==> src/sv/rppf_pkg.sv <==
// rppf_pkg: shared types, constants and helpers for the rf pulse phase feedback block
// used by rppf_mac, rf_pulse_phase_feedback_top and rppf_checker
// no dependencies
package rppf_pkg;

    localparam int PHASE_W = 15;   // phase registers and phase inputs
    localparam int WEIGHT_W = 16;  // weights and loop gain
    localparam int THRESH_W = 14;
    localparam int AMP_W = 16;
    localparam int COUNT_W = 32;
    localparam int ENABLE_W = 3;
    localparam int CALC_W = 22;    // internal phase arithmetic width
    localparam int ACC_W = 38;     // mac accumulator width
    localparam int CFG_IDX_W = 8;
    localparam int CFG_DATA_W = 32;
    localparam int IN_DATA_W = 96;
    localparam int OUT_DATA_W = 112;
    localparam int OUT_USER_W = 2;

    localparam logic signed [CALC_W-1:0] HALF_TURN = 22'sd11520;
    localparam logic signed [CALC_W-1:0] FULL_TURN = 22'sd23040;
    localparam logic [COUNT_W-1:0] FW_DOWN = 32'hFFFF_FFFF;

    // enables register bits
    localparam int EN_FB = 0;
    localparam int EN_FF = 1;
    localparam int EN_REF = 2;

    typedef enum logic [CFG_IDX_W-1:0] {
        CFG_SETPOINT  = 8'd0,
        CFG_OFFSET    = 8'd1,
        CFG_SLED_W    = 8'd2,
        CFG_ACC_W     = 8'd3,
        CFG_GAIN      = 8'd4,
        CFG_THRESH    = 8'd5,
        CFG_AMP_LIM   = 8'd6,
        CFG_ENABLES   = 8'd7
    } t_cfg_idx;

    typedef enum logic [2:0] {
        ST_IDLE,
        ST_MUL_SLED,
        ST_MUL_ACC,
        ST_MEAS,
        ST_ERR,
        ST_MUL_GAIN,
        ST_OUT
    } t_state;

    // mac control: en loads a new value, acc adds the product to the old one
    typedef struct packed {
        logic en;
        logic acc;
    } t_mac_ctl;

    function automatic logic signed [CALC_W-1:0] wrap_once(input logic signed [CALC_W-1:0] v);
        logic signed [CALC_W-1:0] r;
        if (v > HALF_TURN) begin
            r = v - FULL_TURN;
        end else if (v < -HALF_TURN) begin
            r = v + FULL_TURN;
        end else begin
            r = v;
        end
        return r;
    endfunction

endpackage

==> src/sv/rppf_mac.sv <==
// rppf_mac: shared signed multiplier with accumulator register
// depends on rppf_pkg
module rppf_mac (
    input  logic                                 i_clk,
    input  rppf_pkg::t_mac_ctl                   i_ctl,
    input  logic signed [rppf_pkg::CALC_W-1:0]   i_a,
    input  logic signed [rppf_pkg::WEIGHT_W-1:0] i_b,
    output logic signed [rppf_pkg::ACC_W-1:0]    o_acc
);
    import rppf_pkg::*;

    logic signed [ACC_W-1:0] r_acc;
    logic signed [ACC_W-1:0] n_acc;
    logic signed [ACC_W-1:0] w_prod;

    assign w_prod = ACC_W'(i_a) * ACC_W'(i_b);

    always_comb begin
        if (i_ctl.acc) begin
            n_acc = r_acc + w_prod;
        end else begin
            n_acc = w_prod;
        end
    end

    always_ff @(posedge i_clk) begin
        if (i_ctl.en) begin
            r_acc <= n_acc;
        end
    end

    assign o_acc = r_acc;

endmodule

==> src/sv/rf_pulse_phase_feedback_top.sv <==
// rf_pulse_phase_feedback_top: pulse-to-pulse rf phase feedback, sequencer and state
// depends on rppf_pkg and rppf_mac
//
// One pulse beat in, one result beat out. From the accepted input beat to the result
// register each pulse runs through the states MUL_SLED, MUL_ACC, MEAS, ERR, MUL_GAIN and
// OUT (three passes through the single 22x16 signed multiply-accumulate unit for the two
// weighted phases and the loop gain, plus measurement, error and output steps), then back
// to IDLE, the only state in which a pulse can be taken: the sequencer holds s_axis_tready
// low in every other state. A result waits in the output register until taken, and the
// next pulse may be accepted while it waits; the output step stalls while an older result
// is still waiting. Configuration writes are always accepted (o_cfg_ready is high) and
// should be done while no pulse is in flight; indexes beyond 7 are ignored. Phases are in
// 1/64 degree.
module rf_pulse_phase_feedback_top (
    input  logic                                   i_clk,
    input  logic                                   i_rst_n,
    // cfg write channel
    input  logic                                   i_cfg_valid,
    output logic                                   o_cfg_ready,
    input  logic [rppf_pkg::CFG_IDX_W-1:0]         i_cfg_index,
    input  logic [rppf_pkg::CFG_DATA_W-1:0]        i_cfg_data,
    // pulse input
    input  logic                                   s_axis_tvalid,
    output logic                                   s_axis_tready,
    // sled_phase[14:0], acc_phase[29:15], ref_phase[44:30], sled_amp[60:45],
    // pulse_count[92:61], zero fill[95:93]
    input  logic [rppf_pkg::IN_DATA_W-1:0]         s_axis_tdata,
    // result output
    output logic                                   m_axis_tvalid,
    input  logic                                   m_axis_tready,
    // measured_phase[16:0], phase_error[33:17], ff_adjust[50:34], fb_adjust[68:51],
    // status_word[77:69], missed_pulses[109:78], zero fill[111:110]
    output logic [rppf_pkg::OUT_DATA_W-1:0]        m_axis_tdata,
    // ff_valid[0], fb_valid[1]
    output logic [rppf_pkg::OUT_USER_W-1:0]        m_axis_tuser
);
    import rppf_pkg::*;

    // configuration registers
    logic signed [PHASE_W-1:0]  r_phase_setpoint;
    logic signed [PHASE_W-1:0]  r_phase_offset;
    logic signed [WEIGHT_W-1:0] r_sled_weight;
    logic signed [WEIGHT_W-1:0] r_acc_weight;
    logic signed [WEIGHT_W-1:0] r_loop_gain;
    logic [THRESH_W-1:0]        r_error_threshold;
    logic [COUNT_W-1:0]         r_amp_limits;
    logic [ENABLE_W-1:0]        r_enables;

    // pulse state
    logic signed [PHASE_W-1:0]  r_prev_setpoint;
    logic signed [PHASE_W-1:0]  r_prev_offset;
    logic                       r_prev_valid;
    logic [COUNT_W-1:0]         r_prev_pulse_count;
    logic [COUNT_W-1:0]         r_missed;

    // captured input beat
    logic signed [PHASE_W-1:0]  r_sled;
    logic signed [PHASE_W-1:0]  r_acc;
    logic signed [PHASE_W-1:0]  r_ref;
    logic [AMP_W-1:0]           r_amp;
    logic [COUNT_W-1:0]         r_pc;

    // intermediate results
    logic signed [CALC_W-1:0]   r_meas;
    logic signed [CALC_W-1:0]   r_err;
    logic signed [CALC_W-1:0]   r_ffa;
    logic                       r_ff;

    // output register
    logic                       r_out_valid;
    logic [OUT_DATA_W-1:0]      r_out_data;
    logic [OUT_USER_W-1:0]      r_out_user;

    t_state r_state;
    t_state n_state;

    t_mac_ctl                   w_mac_ctl;
    logic signed [CALC_W-1:0]   w_mac_a;
    logic signed [WEIGHT_W-1:0] w_mac_b;
    logic signed [ACC_W-1:0]    w_mac_acc;

    logic                       w_in_acc;
    logic                       w_out_load;
    logic signed [CALC_W-1:0]   w_meas_raw;
    logic signed [CALC_W-1:0]   w_sp;
    logic signed [CALC_W-1:0]   w_err_raw;
    logic                       w_ff;
    logic                       w_sp_ok;
    logic                       w_off_ok;
    logic [CALC_W-1:0]          w_err_abs;
    logic                       w_err_big;
    logic [AMP_W-1:0]           w_lo;
    logic [AMP_W-1:0]           w_hi;
    logic                       w_fb;
    logic [17:0]                w_fba;
    logic [16:0]                w_ffa;
    logic [8:0]                 w_status;
    logic signed [COUNT_W+1:0]  w_pc_diff;
    logic                       w_missed_inc;
    logic [COUNT_W-1:0]         w_missed_next;

    assign o_cfg_ready = 1'b1;

    always_ff @(posedge i_clk) begin
        if (!i_rst_n) begin
            r_phase_setpoint  <= '0;
            r_phase_offset    <= '0;
            r_sled_weight     <= '0;
            r_acc_weight      <= '0;
            r_loop_gain       <= '0;
            r_error_threshold <= '0;
            r_amp_limits      <= '0;
            r_enables         <= '0;
        end else if (i_cfg_valid) begin
            unique case (i_cfg_index)
                CFG_SETPOINT: r_phase_setpoint  <= i_cfg_data[PHASE_W-1:0];
                CFG_OFFSET:   r_phase_offset    <= i_cfg_data[PHASE_W-1:0];
                CFG_SLED_W:   r_sled_weight     <= i_cfg_data[WEIGHT_W-1:0];
                CFG_ACC_W:    r_acc_weight      <= i_cfg_data[WEIGHT_W-1:0];
                CFG_GAIN:     r_loop_gain       <= i_cfg_data[WEIGHT_W-1:0];
                CFG_THRESH:   r_error_threshold <= i_cfg_data[THRESH_W-1:0];
                CFG_AMP_LIM:  r_amp_limits      <= i_cfg_data[COUNT_W-1:0];
                CFG_ENABLES:  r_enables         <= i_cfg_data[ENABLE_W-1:0];
                default: ;
            endcase
        end
    end

    rppf_mac u_mac (
        .i_clk (i_clk),
        .i_ctl (w_mac_ctl),
        .i_a   (w_mac_a),
        .i_b   (w_mac_b),
        .o_acc (w_mac_acc)
    );

    assign w_in_acc = s_axis_tvalid && s_axis_tready;

    // measured phase: floored weighted sum, minus offset and optional reference
    assign w_meas_raw = CALC_W'($signed(w_mac_acc[31:14])) - CALC_W'(r_phase_offset)
                      - (r_enables[EN_REF] ? CALC_W'(r_ref) : CALC_W'(0));

    assign w_sp_ok  = (CALC_W'(r_prev_setpoint) <= HALF_TURN) &&
                      (CALC_W'(r_prev_setpoint) >= -HALF_TURN);
    assign w_off_ok = (CALC_W'(r_prev_offset) <= HALF_TURN) &&
                      (CALC_W'(r_prev_offset) >= -HALF_TURN);
    assign w_ff = r_enables[EN_FF] && r_prev_valid &&
                  (((r_phase_setpoint != r_prev_setpoint) && w_sp_ok) ||
                   ((r_phase_offset != r_prev_offset) && w_off_ok));
    assign w_sp = w_ff ? CALC_W'(r_prev_setpoint) : CALC_W'(r_phase_setpoint);
    assign w_err_raw = ((r_sled_weight != '0) || (r_acc_weight != '0)) ?
                       (w_sp - r_meas) : CALC_W'(0);

    // feedback gating and status
    assign w_err_abs = r_err[CALC_W-1] ? CALC_W'(-r_err) : CALC_W'(r_err);
    assign w_err_big = w_err_abs >= CALC_W'(r_error_threshold);
    assign w_lo = r_amp_limits[AMP_W-1:0];
    assign w_hi = r_amp_limits[COUNT_W-1:AMP_W];
    assign w_fb = !w_err_big && (r_amp > w_lo) && (r_amp < w_hi) && r_enables[EN_FB];
    assign w_fba = w_fb ? w_mac_acc[29:12] : 18'd0;
    assign w_ffa = r_ff ? r_ffa[16:0] : 17'd0;
    assign w_status = {r_acc_weight > 0, r_sled_weight > 0, r_amp <= w_lo, r_amp >= w_hi,
                       w_err_big, r_enables, r_pc == FW_DOWN};

    assign w_pc_diff = $signed({2'b00, r_pc}) - $signed({2'b00, r_prev_pulse_count});
    assign w_missed_inc = (r_prev_pulse_count != '0) && (w_pc_diff > 34'sd1);
    assign w_missed_next = w_missed_inc ? r_missed + COUNT_W'(1) : r_missed;

    assign w_out_load = (r_state == ST_OUT) && (!r_out_valid || m_axis_tready);

    // sequencer
    always_comb begin
        n_state = r_state;
        s_axis_tready = 1'b0;
        w_mac_ctl = '0;
        w_mac_a = CALC_W'(r_sled);
        w_mac_b = r_sled_weight;
        unique case (r_state)
            ST_IDLE: begin
                s_axis_tready = 1'b1;
                if (s_axis_tvalid) begin
                    n_state = ST_MUL_SLED;
                end
            end
            ST_MUL_SLED: begin
                w_mac_ctl.en = 1'b1;
                n_state = ST_MUL_ACC;
            end
            ST_MUL_ACC: begin
                w_mac_ctl.en = 1'b1;
                w_mac_ctl.acc = 1'b1;
                w_mac_a = CALC_W'(r_acc);
                w_mac_b = r_acc_weight;
                n_state = ST_MEAS;
            end
            ST_MEAS: n_state = ST_ERR;
            ST_ERR: n_state = ST_MUL_GAIN;
            ST_MUL_GAIN: begin
                w_mac_ctl.en = 1'b1;
                w_mac_a = r_err;
                w_mac_b = r_loop_gain;
                n_state = ST_OUT;
            end
            ST_OUT: begin
                if (w_out_load) begin
                    n_state = ST_IDLE;
                end
            end
            default: n_state = ST_IDLE;
        endcase
    end

    always_ff @(posedge i_clk) begin
        if (!i_rst_n) begin
            r_state <= ST_IDLE;
        end else begin
            r_state <= n_state;
        end
    end

    always_ff @(posedge i_clk) begin
        if (w_in_acc) begin
            r_sled <= s_axis_tdata[14:0];
            r_acc  <= s_axis_tdata[29:15];
            r_ref  <= s_axis_tdata[44:30];
            r_amp  <= s_axis_tdata[60:45];
            r_pc   <= s_axis_tdata[92:61];
        end
        if (r_state == ST_MEAS) begin
            r_meas <= wrap_once(w_meas_raw);
        end
        if (r_state == ST_ERR) begin
            r_err <= wrap_once(w_err_raw);
            r_ff  <= w_ff;
            r_ffa <= CALC_W'(r_phase_setpoint) - r_meas;
        end
        if (w_out_load) begin
            r_out_data <= {2'b00, w_missed_next, w_status, w_fba, w_ffa,
                           r_err[16:0], r_meas[16:0]};
            r_out_user <= {w_fb, r_ff};
        end
    end

    always_ff @(posedge i_clk) begin
        if (!i_rst_n) begin
            r_prev_setpoint    <= '0;
            r_prev_offset      <= '0;
            r_prev_valid       <= 1'b0;
            r_prev_pulse_count <= '0;
            r_missed           <= '0;
            r_out_valid        <= 1'b0;
        end else begin
            if (w_out_load) begin
                r_prev_setpoint    <= r_phase_setpoint;
                r_prev_offset      <= r_phase_offset;
                r_prev_valid       <= 1'b1;
                r_prev_pulse_count <= r_pc;
                r_missed           <= w_missed_next;
                r_out_valid        <= 1'b1;
            end else if (m_axis_tready) begin
                r_out_valid <= 1'b0;
            end
        end
    end

    assign m_axis_tvalid = r_out_valid;
    assign m_axis_tdata  = r_out_data;
    assign m_axis_tuser  = r_out_user;

endmodule

==> config.mk <==
export PLATFORM = sky130hd
export DESIGN_NAME = rf_pulse_phase_feedback_top
export DESIGN_NICKNAME = d
export VERILOG_FILES = /design/src/sv/rppf_pkg.sv /design/src/sv/rppf_mac.sv /design/src/sv/rf_pulse_phase_feedback_top.sv
export SDC_FILE = /design/constraint.sdc
export NUM_CORES = 2
export LEC_CHECK = 0
export BUFFER_PORTS_ARGS = -buffer_cell sky130_fd_sc_hd__buf_2
export CAP_MARGIN = 5
export CORE_AREA = 5 5 396 242
export DETAILED_ROUTE_END_ITERATION = 8
export DIE_AREA = 0 0 401 247
export GPL_TIMING_DRIVEN = 0
export PLACE_DENSITY_LB_ADDON = 0.1
export SLEW_MARGIN = 20
export SYNTH_ARGS = -nofsm -noshare
export SYNTH_HDL_FRONTEND = slang
export SYNTH_SLANG_ARGS = --single-unit
==> constraint.sdc <==
create_clock -name i_clk -period 10.5 [get_ports i_clk]
set_input_delay 2.1 -clock i_clk [delete_from_list [all_inputs] [get_ports i_clk]]
set_output_delay 2.1 -clock i_clk [all_outputs]
set_load 0.02 [all_outputs]
==> impl_metrics.env <==
export IMPL_outcome="complete, no violations"
export IMPL_synthArstFlopShare_pct=0
export IMPL_areaGrowthSynthToFinish_pct=13.63
export IMPL_hold_buffers=0
export IMPL_power_total_mw=5.219
export IMPL_relSlewSlack_pct=20.92
export IMPL_worst_path_largest_cell_delay_ns=0.61
export IMPL_initial_utilization_pct=44.76
export IMPL_antenna_left=0
export IMPL_fin_nets=5549
export IMPL_dp_hpwl_um=112900
export IMPL_netlist_area_um2=40890
export IMPL_critical_path_required_ns=10.86
export IMPL_grt_pass1_wl_um=209300
export IMPL_synth_warnings=0
export IMPL_overflow=0
export IMPL_finalSetupViolCount=0
export IMPL_yosysTopAreaCell="edfxtp_1"
export IMPL_numClockSinks=525
export IMPL_yosys_most_used_dff="edfxtp_1"
export IMPL_final_setup_worst_slack_ns=0.4053
export IMPL_grt_pass1_vias=31820
export IMPL_ys_seq_elements=525
export IMPL_hp_class="flip-flop to flip-flop"
export IMPL_gp_congestion=1.000
export IMPL_power_density_nw_per_um2=112.3
export IMPL_die_area_um2=99050
export IMPL_fin_skew_ns=0.02450
export IMPL_synth_cell_type_count=94
export IMPL_drive_gt1_share_pct=11.65
export IMPL_synthTopCellsByArea="edfxtp_1, fa_1, dfxtp_1, ha_1, nand2_1"
export IMPL_core_area_um2=91360
export IMPL_drv_cap=0
export IMPL_fmax_mhz=99.06
export IMPL_final_util_pct=50.86
export IMPL_worstMarginPinSlew_ns=1.175
export IMPL_worstPathMaxFanout=10
export IMPL_clock_path_buffers=3
export IMPL_synth_edf_count=299
export IMPL_crit_top_cell="fa_1"
export IMPL_critPathArrivalTime_ns=10.45
export IMPL_start_kind="flip-flop"
export IMPL_clockRootBuffer="clkbuf_16"
export IMPL_path_clk_slew_ns=0.07
export IMPL_post_route_period_util_pct=96.14
export IMPL_vdd_drop_max_uv=173.4
export IMPL_period_needed_ns=10.09
export IMPL_clk_latency_ns=0.63
export IMPL_tritoncts="built"
export IMPL_avgSynthCellArea_um2=9.068
export IMPL_yosysSeqAreaShare_pct=33.02
export IMPL_globalRouteTotalUtil_pct=28.06
export IMPL_netlist_instances=4509
export IMPL_drtPass1Iterations=5
export IMPL_antenna_found_initial=2
export IMPL_pre_cts_ws_ns=-2.170
export IMPL_drt_wl_total_um=141300
export IMPL_holdWs_ns=0.4518
export IMPL_via_per_inst=5.575
export IMPL_rows=86
export IMPL_yosysTopAreaCellShare_pct=21.96
export IMPL_critPathCaptureType="flip-flop"
export IMPL_fp_dieW_um=401
export IMPL_portBuffers=248
export IMPL_first_iter_violations=3295
export IMPL_finalSetupTns_ns=0
export IMPL_htree_levels=2
export IMPL_vias=34060
export IMPL_drc=0
export IMPL_hold_viol_final=0
export IMPL_wl_per_cell_um=23.13
export IMPL_ios=258
export IMPL_grt_max_degree=48
export IMPL_worstSetupPathType="flip-flop to flip-flop"
export IMPL_cts_made_buffers=54
export IMPL_finalMaxSlewViolations=0
export IMPL_nFillCells=8710
export IMPL_crit_slowest_cell="fa_1"
export IMPL_cellLeakagePower_nw=19.33
export IMPL_die_y_um=247
==> kinds of logic (layout without fill, tap and decap cells) <==
family	after synthesis	after routing	share of synthesized area [%]
xor gates and xnor gates	215	215	4.605
adders and majority gates	577	577	23.44
buffers and inverters	748	1113	6.958
and+or+nand+nor	1515	1515	16.79
muxes	79	79	1.998
AOI/OAI and AO/OA	848	848	13.17
other	2	5	0.01837
DFF	525	525	33.02
==> cell usage in the layout, fill, tap and decap left out, types with 56 or more instances in the layout <==
cell,instances
mux2i_1,58
nand2_1,673
dfxtp_1,224
o21ai_0,125
a21o_1,69
clkbuf_1,112
fa_1,315
buf_2,260
edfxtp_1,299
ha_1,261
xor2_1,59
and2_1,56
a21oi_1,305
xnor2_1,149
nor2_1,391
inv_1,567
==> sequential cells by signal (all words and copies together), names as in the netlist, 15 cells and up <==
name	count
r_missed	32
r_ref	15
r_loop_gain	16
r_acc	15
r_prev_setpoint	15
r_ffa	17
r_acc_weight	16
r_phase_offset	15
r_meas	22
r_prev_offset	15
r_sled	15
r_phase_setpoint	15
r_err	22
r_sled_weight	16
u_mac.o_acc	32
r_amp	16
r_pc	32
r_prev_pulse_count	32
r_amp_limits	32
m_axis_tdata	110
==> where the power goes <==
part	leakage (nW)	internal (mW)	switching [mW]
Combinational	13.7	0.281	0.564
Clock	0.905	1.17	0.912
Sequential	4.68	2.25	0.0510
Total	19.3	3.69	1.53
==> synth_stat cells (all sizes together), types with 21 or more instances <==
cell type / count
a211oi: 26
nand4: 43
mux2i: 58
o21ai: 130
a21oi: 338
fa: 315
ha: 262
o31ai: 23
nor4: 56
xnor2: 153
or2: 21
edfxtp: 299
clkbuf: 151
dfxtp: 226
nor2: 393
and2: 58
nand3: 51
o21a: 44
and3: 21
nand2b: 41
nor2b: 25
inv: 568
buf: 27
nor3: 53
xor2: 62
mux2: 21
nand2: 673
a21o: 90
==> cell type report <==
class,count,area (µm²),area share (%)
Antenna cell,2,5.005,0.01077
Clock inverter,38,445.4,0.9587
Timing Repair Buffer,282,1638,3.525
Sequential cell,525,13510,29.07
Tap cell,1232,1541,3.318
Multi-Input combinational cell,3237,24990,53.79
Clock buffer,62,1401,3.016
Inverter,569,2136,4.597
Buffer,162,793.3,1.707
==> worst max-delay path: cells and delay by family (launching register included) <==
family | cells | cell delay (ns)
adders and majority gates | 8 | 4.07
AOI/OAI and AO/OA | 12 | 2.67
buffers and inverters | 9 | 1.37
and+or+nand+nor | 5 | 0.77
xor gates and xnor gates | 2 | 0.53
DFF | 1 | 0.41
==> stage by stage <==
stage / std cells / area (µm²)
finish: 6109 / 46460
global route: 6107 / 46460
CTS: 6103 / 46140
detailed placement: 6006 / 43970
global placement: 5990 / 43680
floorplan: 4510 / 40890
==> routing by layer <==
layer | share of wire (%) | track usage (%) | wire [µm] | up-vias
li1 | - | - | - | 15830
met5 | 0 | 0 | 0 | -
met1 | 51 | 45.29 | 71680 | 16730
met3 | 13 | 12.16 | 18640 | 114
met4 | 1.3 | 3.619 | 1854 | 0
met2 | 35 | 34.06 | 49140 | 1389
==> path summary, 6_finish.rpt <==
kind | from | to | slack [ns] | depth (start not counted)
worst min-delay path | r_meas[12] | m_axis_tdata[12] | 0.45 | 0
worst min register to register | r_meas[12] | m_axis_tdata[12] | 0.45 | 0
worst max register to register | r_state[2] | u_mac.o_acc[31] | 0.41 | 36
worst max-delay path | r_state[2] | u_mac.o_acc[31] | 0.41 | 36
==> timing repair <==
action,CTS,global route
endpoints found under the setup margin,17,6
buffers inserted,12,6
resized for setup,97,81
pin swaps,0,2
No activity file was read; power rests on OpenSTA's default activity.
